<file path="src/sv/fdf_pkg.sv">
// Shared constants and types for the four-digit decimal formatter.
package fdf_pkg;

    localparam int VALUE_W     = 32;
    localparam int BCD_DIGITS  = 10;
    localparam int DIGIT_W     = 4;
    localparam int BCD_W       = BCD_DIGITS * DIGIT_W;
    localparam int SHOW_DIGITS = 4;
    localparam int NORM_SHIFTS = BCD_DIGITS - SHOW_DIGITS;
    localparam int CNT_W       = $clog2(VALUE_W);

    localparam logic [DIGIT_W-1:0] DIGIT_BLANK = 4'd10;

    typedef logic [DIGIT_W-1:0] digit_t;

    // Conversion result handed from the converter to the output stage.
    typedef struct packed {
        logic   valid;
        digit_t thousands;
        digit_t hundreds;
        digit_t tens;
        digit_t units;
    } conv_result_t;

endpackage

</file>
<file path="src/sv/four_digit_decimal_formatter_unit.sv">
// Four-digit decimal formatter: 32-bit binary in, four blanked digit codes out.
// A request passes through the bit-serial double-dabble shift loop over all
// 32 input bits, then a step that shifts the BCD word up a digit at a time
// until the leading nonzero digit is in front or the units digit reaches the
// last shown place, then a hold state in which the result waits for the
// output register to take it. Values of 10000 or more keep their four leading
// digits (the value divided by ten, truncating, until it fits). Leading zeros
// read as code 10 (blank); the units digit always shows. The output register
// lets the next request start while a result still waits to be taken; a new
// request can be accepted the cycle after the result moves to the output
// register.
module four_digit_decimal_formatter_unit
(
    input  logic        clk,
    input  logic        rst_n,
    input  logic        s_tvalid,
    output logic        s_tready,
    input  logic [31:0] s_tdata,   // [31:0] value
    output logic        m_tvalid,
    input  logic        m_tready,
    output logic [15:0] m_tdata    // [3:0] units, [7:4] tens, [11:8] hundreds, [15:12] thousands
);

    fdf_pkg::conv_result_t result;
    logic                  conv_idle;
    logic                  load;
    logic                  m_tvalid_reg;
    logic [15:0]           m_tdata_reg, m_tdata_next;
    logic                  show_thous, show_hunds, show_tens;

    fdf_conv u_conv
    (
        .clk    (clk),
        .rst_n  (rst_n),
        .start  (s_tvalid && s_tready),
        .value  (s_tdata),
        .take   (load),
        .idle   (conv_idle),
        .result (result)
    );

    assign s_tready = conv_idle;
    assign load     = result.valid && (!m_tvalid_reg || m_tready);

    assign show_thous = result.thousands != '0;
    assign show_hunds = show_thous || result.hundreds != '0;
    assign show_tens  = show_hunds || result.tens != '0;

    always_comb
    begin
        m_tdata_next = {show_thous ? result.thousands : fdf_pkg::DIGIT_BLANK,
                        show_hunds ? result.hundreds  : fdf_pkg::DIGIT_BLANK,
                        show_tens  ? result.tens      : fdf_pkg::DIGIT_BLANK,
                        result.units};
    end

    always_ff @(posedge clk or negedge rst_n)
    begin
        if (!rst_n)
        begin
            m_tvalid_reg <= 1'b0;
        end
        else if (load)
        begin
            m_tvalid_reg <= 1'b1;
        end
        else if (m_tready)
        begin
            m_tvalid_reg <= 1'b0;
        end
    end

    always_ff @(posedge clk)
    begin
        if (load)
        begin
            m_tdata_reg <= m_tdata_next;
        end
    end

    assign m_tvalid = m_tvalid_reg;
    assign m_tdata  = m_tdata_reg;

endmodule

</file>
<file path="src/sv/fdf_conv.sv">
// Bit-serial binary to BCD converter with leading-digit alignment.
module fdf_conv
(
    input  logic                          clk,
    input  logic                          rst_n,
    input  logic                          start,
    input  logic [fdf_pkg::VALUE_W-1:0]   value,
    input  logic                          take,
    output logic                          idle,
    output fdf_pkg::conv_result_t         result
);

    typedef enum logic [3:0] {
        ST_IDLE = 4'b0001,
        ST_CONV = 4'b0010,
        ST_NORM = 4'b0100,
        ST_HOLD = 4'b1000
    } state_t;

    state_t                          state_reg, state_next;
    logic [fdf_pkg::CNT_W-1:0]       cnt_reg, cnt_next;
    logic [fdf_pkg::VALUE_W-1:0]     shift_reg, shift_next;
    logic [fdf_pkg::BCD_W-1:0]       bcd_reg, bcd_next;
    logic [fdf_pkg::BCD_W-1:0]       bcd_adj;
    logic                            top_nonzero;

    // Add 3 to every digit of 5 or more before the next doubling.
    always_comb
    begin
        for (int i = 0; i < fdf_pkg::BCD_DIGITS; i++)
        begin
            if (bcd_reg[i*fdf_pkg::DIGIT_W +: fdf_pkg::DIGIT_W] >= 4'd5)
            begin
                bcd_adj[i*fdf_pkg::DIGIT_W +: fdf_pkg::DIGIT_W] =
                    bcd_reg[i*fdf_pkg::DIGIT_W +: fdf_pkg::DIGIT_W] + 4'd3;
            end
            else
            begin
                bcd_adj[i*fdf_pkg::DIGIT_W +: fdf_pkg::DIGIT_W] =
                    bcd_reg[i*fdf_pkg::DIGIT_W +: fdf_pkg::DIGIT_W];
            end
        end
    end

    assign top_nonzero = bcd_reg[fdf_pkg::BCD_W-1 -: fdf_pkg::DIGIT_W] != '0;

    always_comb
    begin
        state_next = state_reg;
        cnt_next   = cnt_reg;
        shift_next = shift_reg;
        bcd_next   = bcd_reg;
        case (state_reg)
            ST_IDLE:
            begin
                if (start)
                begin
                    shift_next = value;
                    bcd_next   = '0;
                    cnt_next   = '0;
                    state_next = ST_CONV;
                end
            end
            ST_CONV:
            begin
                bcd_next   = {bcd_adj[fdf_pkg::BCD_W-2:0], shift_reg[fdf_pkg::VALUE_W-1]};
                shift_next = {shift_reg[fdf_pkg::VALUE_W-2:0], 1'b0};
                cnt_next   = cnt_reg + 1'b1;
                if (cnt_reg == fdf_pkg::CNT_W'(fdf_pkg::VALUE_W - 1))
                begin
                    cnt_next   = '0;
                    state_next = ST_NORM;
                end
            end
            ST_NORM:
            begin
                // Advance digits up until the leading one sits in the top place or NORM_SHIFTS shifts are done.
                if (top_nonzero || cnt_reg == fdf_pkg::CNT_W'(fdf_pkg::NORM_SHIFTS))
                begin
                    state_next = ST_HOLD;
                end
                else
                begin
                    bcd_next = {bcd_reg[fdf_pkg::BCD_W-fdf_pkg::DIGIT_W-1:0],
                                {fdf_pkg::DIGIT_W{1'b0}}};
                    cnt_next = cnt_reg + 1'b1;
                end
            end
            ST_HOLD:
            begin
                if (take)
                begin
                    state_next = ST_IDLE;
                end
            end
            default:
            begin
                state_next = ST_IDLE;
            end
        endcase
    end

    always_ff @(posedge clk or negedge rst_n)
    begin
        if (!rst_n)
        begin
            state_reg <= ST_IDLE;
            cnt_reg   <= '0;
        end
        else
        begin
            state_reg <= state_next;
            cnt_reg   <= cnt_next;
        end
    end

    always_ff @(posedge clk)
    begin
        shift_reg <= shift_next;
        bcd_reg   <= bcd_next;
    end

    assign idle             = state_reg == ST_IDLE;
    assign result.valid     = state_reg == ST_HOLD;
    assign result.thousands = bcd_reg[fdf_pkg::BCD_W-1 -: fdf_pkg::DIGIT_W];
    assign result.hundreds  = bcd_reg[fdf_pkg::BCD_W-1-fdf_pkg::DIGIT_W -: fdf_pkg::DIGIT_W];
    assign result.tens      = bcd_reg[fdf_pkg::BCD_W-1-2*fdf_pkg::DIGIT_W -: fdf_pkg::DIGIT_W];
    assign result.units     = bcd_reg[fdf_pkg::BCD_W-1-3*fdf_pkg::DIGIT_W -: fdf_pkg::DIGIT_W];

endmodule

</file>
<file path="config.mk">
export PLATFORM = sky130hd
export DESIGN_NAME = four_digit_decimal_formatter_unit
export DESIGN_NICKNAME = d
export VERILOG_FILES = /design/src/sv/fdf_pkg.sv /design/src/sv/four_digit_decimal_formatter_unit.sv /design/src/sv/fdf_conv.sv
export SDC_FILE = /design/constraint.sdc
export NUM_CORES = 1
export LEC_CHECK = 0
export CORE_UTILIZATION = 55
export CTS_BUF_LIST = sky130_fd_sc_hd__clkbuf_4
export DETAILED_ROUTE_END_ITERATION = 10
export DONT_BUFFER_PORTS = 1
export PLACE_DENSITY = 0.69
export SYNTH_ARGS = -nofsm -noshare
export SYNTH_HDL_FRONTEND = slang
export SYNTH_SLANG_ARGS = --single-unit
</file>
<file path="constraint.sdc">
create_clock -name clk -period 3.1 [get_ports clk]
set_input_delay 0.31 -clock clk [delete_from_list [all_inputs] [get_ports clk]]
set_output_delay 0.31 -clock clk [all_outputs]
set_load 0.02 [all_outputs]
</file>
# After elaboration in Yosys (flattened, before gate mapping)
# Cells that the tools add are included.
# W data, S select, Z words.
classes:
  n_addsub: 11
  order_cmp: 10
  eq_ne: 11
  n_mux: 26
  n_reduce_logical: 16
op_table:
  columns: ["op", "n"]
  rows:
  - ["$pmux W40 S3", 1]
  - ["$mux W40", 2]
  - ["$pmux W32 S2", 1]
  - ["$mux W4", 13]
  - ["$ge A4 B3 Y1 const B", 10]
  - ["$add A4 B2 Y4 const B", 9]
  - ["$mux W32", 1]
  - ["$pmux W4 S4", 1]
  - ["$mux W5", 3]
  - ["$pmux W5 S3", 1]
  - ["$reduce_bool A4 Y1", 3]
  - ["$ne A2 B1 Y1 const B", 4]
  - ["$add A5 B1 Y5 const B", 1]
  - ["$eq A5 B3 Y1 const B", 1]
  - ["$eq A5 B5 Y1 const B", 1]
  - ["$eq A4 B1 Y1 const B", 1]
  - ["$eq A4 B2 Y1 const B", 1]
  - ["$eq A4 B3 Y1 const B", 1]
  - ["$eq A4 B4 Y1 const B", 1]
  - ["$logic_or A1 B1 Y1", 4]
  - ["$reduce_and A4 Y1", 1]
  - ["$reduce_bool A2 Y1", 2]
  - ["$add A3 B2 Y3 const B", 1]
  - ["$mux W3", 1]
  - ["other kinds (7)", 9]
word_totals:
  regBits: 98
  input_bits: 36
  out_inout_bits: 18
  word_cells: 83

# Logic depth before layout (Yosys ltp)
logic_depth:
  ltp_word: 5
  mapped_depth: 7
  depth_no_buf: 7

# Modules after synthesis
# From an unflattened synthesis, not the netlist that was laid out.
hier_totals:
  cells_unflattened: 498
  hier_area_um2: 5307.6
by_module_without_submodules:
  columns: ["module", "instances", "cells_per_inst", "area_each_um2", "seq_area_each_um2"]
  rows:
  - ["fdf_conv", 1, 460, 4662.0, 2388.5]
  - ["four_digit_decimal_formatter_unit", 1, 38, 645.6, 505.5]

# Least setup slack after synthesis
# OpenSTA, ideal clock, no wires.
synth_timing:
  kind: "register -> register"
  startpoint: "register u_conv.state_reg[1]"
  endpoint: "register u_conv.cnt_reg[1] (netlist bit)"
  setup_time_ns: 0.125
  arrival_time_ns: 2.517
  required_time_ns: 2.975
  slack_ns: 0.458
  stages_incl_launch_ff: 7
  n_path_buf: 2
  period_less_slack_ns: 2.642
  path_cell_list: "dfrtp_1 > buf_2 > nand3b_1 > a21boi_2 > or2_1 > buf_6 > mux2_4"
synth_via:
  elab_chain_len: 4
  word_cells_on_any_way: 9
  classes_between: "eq/ne (5); mux (1); reduce/logical (3)"
synth_rtl:
  columns: ["item", "line", "text"]
  rows:
  - ["start, declared", "fdf_conv.sv:20", "state_t state_reg, state_next;"]
  - ["start signal, assigned", "fdf_conv.sv:112", "state_reg <= state_next;"]
  - ["$eq A4 B1 Y1", "fdf_conv.sv:53, fdf_conv.sv:123", null]
  - ["$logic_and A1 B1 Y1", "four_digit_decimal_formatter_unit.sv:35", ".start (s_tvalid && s_tready),"]
  - ["$ne A2 B1 Y1 (no line)", null, null]
  - ["$reduce_and A3 Y1 (no line)", null, null]
  - ["end signal, assigned", "fdf_conv.sv:113", "cnt_reg <= cnt_next;"]
  - ["end, declared", "fdf_conv.sv:21", "logic [fdf_pkg::CNT_W-1:0] cnt_reg, cnt_next;"]
# Parallel ways exist; a longest one is shown, timed or not.
# A chain may end at the register's enable or synchronous reset.

# Worst setup path after layout
layout_timing:
  startpoint: "register u_conv.bcd_reg[36] (netlist bit)"
  endpoint: "register u_conv.cnt_reg[1] (netlist bit)"
layout_via:
  elab_chain_len: 4
layout_rtl:
  columns: ["item", "line", "text"]
  rows:
  - ["start, declared", "fdf_conv.sv:23", "logic [fdf_pkg::BCD_W-1:0] bcd_reg, bcd_next;"]
  - ["start signal, assigned", "fdf_conv.sv:120", "bcd_reg <= bcd_next;"]
  - ["$reduce_bool A4 Y1", "fdf_conv.sv:45", "assign top_nonzero = bcd_reg[fdf_pkg::BCD_W-1 -: fdf_pkg::DIGIT_W] != '0;"]
  - ["$logic_or A1 B1 Y1", "fdf_conv.sv:78", "if (top_nonzero || cnt_reg == fdf_pkg::CNT_W'(fdf_pkg::NORM_SHIFTS))"]
  - ["$ne A2 B2 Y1 (no line)", null, null]
  - ["$reduce_and A3 Y1 (no line)", null, null]
# No other way between the ends.

==> results.md <==
* Leading area contributor after synthesis: edfxtp_1
* Slew @ Worst Pin at 1.09 ns
* Status: completed
* Reg clk slew, reported paths at 0.14 ns
* Hold Path Stages at 2
* H-tree levels at 3
* Antenna-violating nets left at 0
* Site Rows at 34
* Final cell count without fillers at 582
* Maximum vdd drop at 0.388 mV
* Worst-Skew Late Latency at 0.42 ns
* Slowest-stage cell, CP: or3b_4
* Area growth syn-to-layout at 5.19%
* Die height at 98.6 µm
* Clock Sinks at 98
* Register bit total from synthesis at 98
* Pwr/cell area at 857 nW/µm²
* Total track usage at 18.2%
* Worst Hold End: u_conv.state_reg[1]
* Complex-gate fraction of the synthesized area at 10.9%
* Max incr delay on CP at 0.42 ns
* Util after Layout at 60.7%
* Post-synthesis xor/xnor area fraction at 2.73%
* Routed via count at 3330
* Worst flop-to-flop path startpoint: u_conv.bcd_reg[36]
* Num CTS Buffers at 9
* Startpoint types: flip-flop
* CTS tree: yes
* F_max at 0.423 GHz
* Synth Area in Simple Gates at 17.6%
* Post-synth cell types at 54
* Synth top area cells: edfxtp_1 (51%), nand2_1 (9.1%), ha_1 (6.3%)
* Sequence of cells on the critical path: inv_1 > ha_1 > or3b_4 > nor3b_4 > or2_1 > buf_12 > mux2_4
* Core area at 8890 µm²
* Initial Util at 57.7%
* CP max FO at 43
* Global-route wire length before repair at 14100 µm
* Maximum number of pins on one net before global-route repair at 65
* Post-synth net total at 535
* Fin crit share at 76.3%
* Minimum clock period at 2.36 ns
* # nets final at 531
* Final WL at 8490 µm
* Syn_area_per_cell at 10.9 µm²
* Worst R2R End: u_conv.cnt_reg[1]
* Setup TNS at 0 ns
* GP Congestion at 0.763
* Mux share of post-synthesis cell area at 2.24%
* Post-synth top area share at 51.5%
* Post-CTS Resized at 0
* Setup violators final at 0
* Routed WL per cell at 14.6 µm
* Adder-Cell Fraction of Synth Area at 6.34%
* Port Buffers at 0
* Drt initial violations at 194
* CP endpoint kind: flip-flop
* Hold Vio Cnt, Final at 0
* Largest family of logic cells by synthesized area: simple AND/OR/NAND/NOR gates
* Post-synthesis sequential area ratio at 56.4%
* Arr. time, crit path at 2.68 ns
* Io pins at 54
* Die area at 9720 µm²
* Origin of the worst min-delay path: s_tvalid
* Clock skew at 0.0135 ns
* Detailed Routing Iterations Pass 1 at 4
* Slew Viols, Final at 0
* Min-Delay Path Class: input port to flip-flop
* Synthesized cell area at 5130 µm²
* Post-synth ARST share at 10.2%
* Initial antenna violation count at 0
* Routed vias/inst at 5.72
* Top FF cell, synth: edfxtp_1
* Max-cap violations at 0
* Vias in the first global route at 3189
* Post-synth EDFFs at 88
* Mapped Cells at 473
* Filler cells at 728
* Post-CTS setup buffer count at 0
* CTS Buffer Depth at 2
* Die X at 98.6 µm
* P_leak at 2.10 nW
* Slew HR at 27.2%
* Layout cell share with drive strength beyond 1 at 7.17%
* R2R Setup Slk at 0.74 ns
* RSZ-0062 raised after global routing: no
* Clk root buf: clkbuf_4
* Dpl hpwl at 5480 µm
* Reg2reg path depth at 7
* Synth warn at 0
* Critical path class: flip-flop to flip-flop
* Max reg flops at 40
* Placement Cell Area at 5260 µm²
* CP required at 3.42 ns
* Hold_buf cts at 1
* Congestion Overflow GR at 0
* Worst setup path start: u_conv.bcd_reg[36]
* Final non-filler cell area at 5400 µm²
* DR DRC count at 0
* Number of cells after detailed placement at 565
* Antenna cell count at 0
[placed cells by master (no fill, tap or decap), types with 2 or more instances in the layout]
| master | instances |
|---|---|
| edfxtp_1 | 88 |
| clkbuf_4 | 10 |
| xnor2_1 | 10 |
| inv_1 | 23 |
| nor3b_1 | 11 |
| buf_4 | 4 |
| dfrtp_1 | 9 |
| o21a_1 | 4 |
| nand2b_1 | 17 |
| a21oi_1 | 23 |
| nand2_1 | 125 |
| o2bb2ai_1 | 2 |
| and2_1 | 2 |
| buf_12 | 2 |
| clkinvlp_4 | 2 |
| nand3_1 | 3 |
| nor2_1 | 8 |
| o31ai_1 | 7 |
| nor2b_1 | 4 |
| xor2_1 | 6 |
| mux2i_1 | 10 |
| a22o_1 | 9 |
| o21ai_0 | 33 |
| clkinv_1 | 2 |
| ha_1 | 26 |
| a31oi_1 | 3 |
[cells by family after synthesis]
group                      Yosys count
buffers and inverters               45
adders and majority gates           26
and+or+nand+nor                    186
DFF                                 98
AOI/OAI and AO/OA                   91
xor gates and xnor gates            16
muxes                               11
[layout make-up]
class / count / area (µm²) / area share [%]
Tap cell: 108 / 135 / 2.50
Multi-Input combinational cell: 330 / 2070 / 38.4
Timing Repair Buffer: 7 / 80.1 / 1.48
Inverter: 23 / 86.3 / 1.60
Clock inverter: 6 / 57.6 / 1.07
Clock buffer: 10 / 75.1 / 1.39
Sequential cell: 98 / 2890 / 53.6
[metrics by stage]
stage | total power, W | hold WS (ns) | worst slack (ns)
after global routing | 0.00495 | 0.0164 | 0.629
after global placement | 0.00392 | 0.0147 | 0.826
after CTS | 0.00466 | 0.000940 | 0.739
final | 0.00462 | 0.0212 | 0.736
after floorplan | 0.00358 | 0.0144 | 0.458
after detailed placement | 0.00400 | 0.0147 | 0.745
[critical path, delay by kind of cell (launching register included)]
kind                     cells  cell delay (ns)
flip-flops                   1             0.41
multiplexers                 1             0.32
AND/OR/NAND/NOR              3             0.91
buffers and inverters        2             0.40
adder cells (fa/ha/maj)      1             0.21
[where the power goes]
group | switching [W] | internal [W]
registers | 0.000342 | 0.00205
logic | 0.000926 | 0.000644
clock network | 0.000411 | 0.000249
total | 0.00168 | 0.00295
[cells in the mapped netlist, drive strengths merged, types with 2 or more instances]
| library cell | count |
|---|---|
| xor2 | 6 |
| a21oi | 23 |
| o21a | 4 |
| a31oi | 3 |
| nor3 | 2 |
| clkbuf | 10 |
| nor2 | 8 |
| buf | 11 |
| ha | 26 |
| nor3b | 13 |
| edfxtp | 88 |
| nand3 | 3 |
| a21o | 2 |
| o2bb2ai | 2 |
| o21ai | 33 |
| nand2 | 125 |
| inv | 23 |
| dfrtp | 9 |
| o31ai | 7 |
| a22o | 9 |
| or3b | 2 |
| nand2b | 18 |
| mux2i | 10 |
| and2 | 2 |
| nor2b | 4 |
| xnor2 | 10 |
| nor4b | 2 |
[worst max-delay path by stage]
stage	to	cells after the start	slack [ns]
after CTS	u_conv.cnt_reg[1]	7	0.74
after floorplan	u_conv.cnt_reg[1]	6	0.46
after global routing	u_conv.cnt_reg[1]	7	0.63
final	u_conv.cnt_reg[1]	7	0.74
after detailed placement	u_conv.cnt_reg[1]	7	0.74
after global placement	u_conv.cnt_reg[1]	7	0.83
[per-layer routing]
metal | wire (µm) | track usage [%] | part of all wire, %
met5 | 0 | 0 | 0
met4 | 102 | 6.31 | 1.2
met3 | 351 | 3.48 | 4.1
met2 | 4000 | 32.0 | 47
met1 | 4030 | 22.6 | 47
Power figures use the tool's default switching activity.
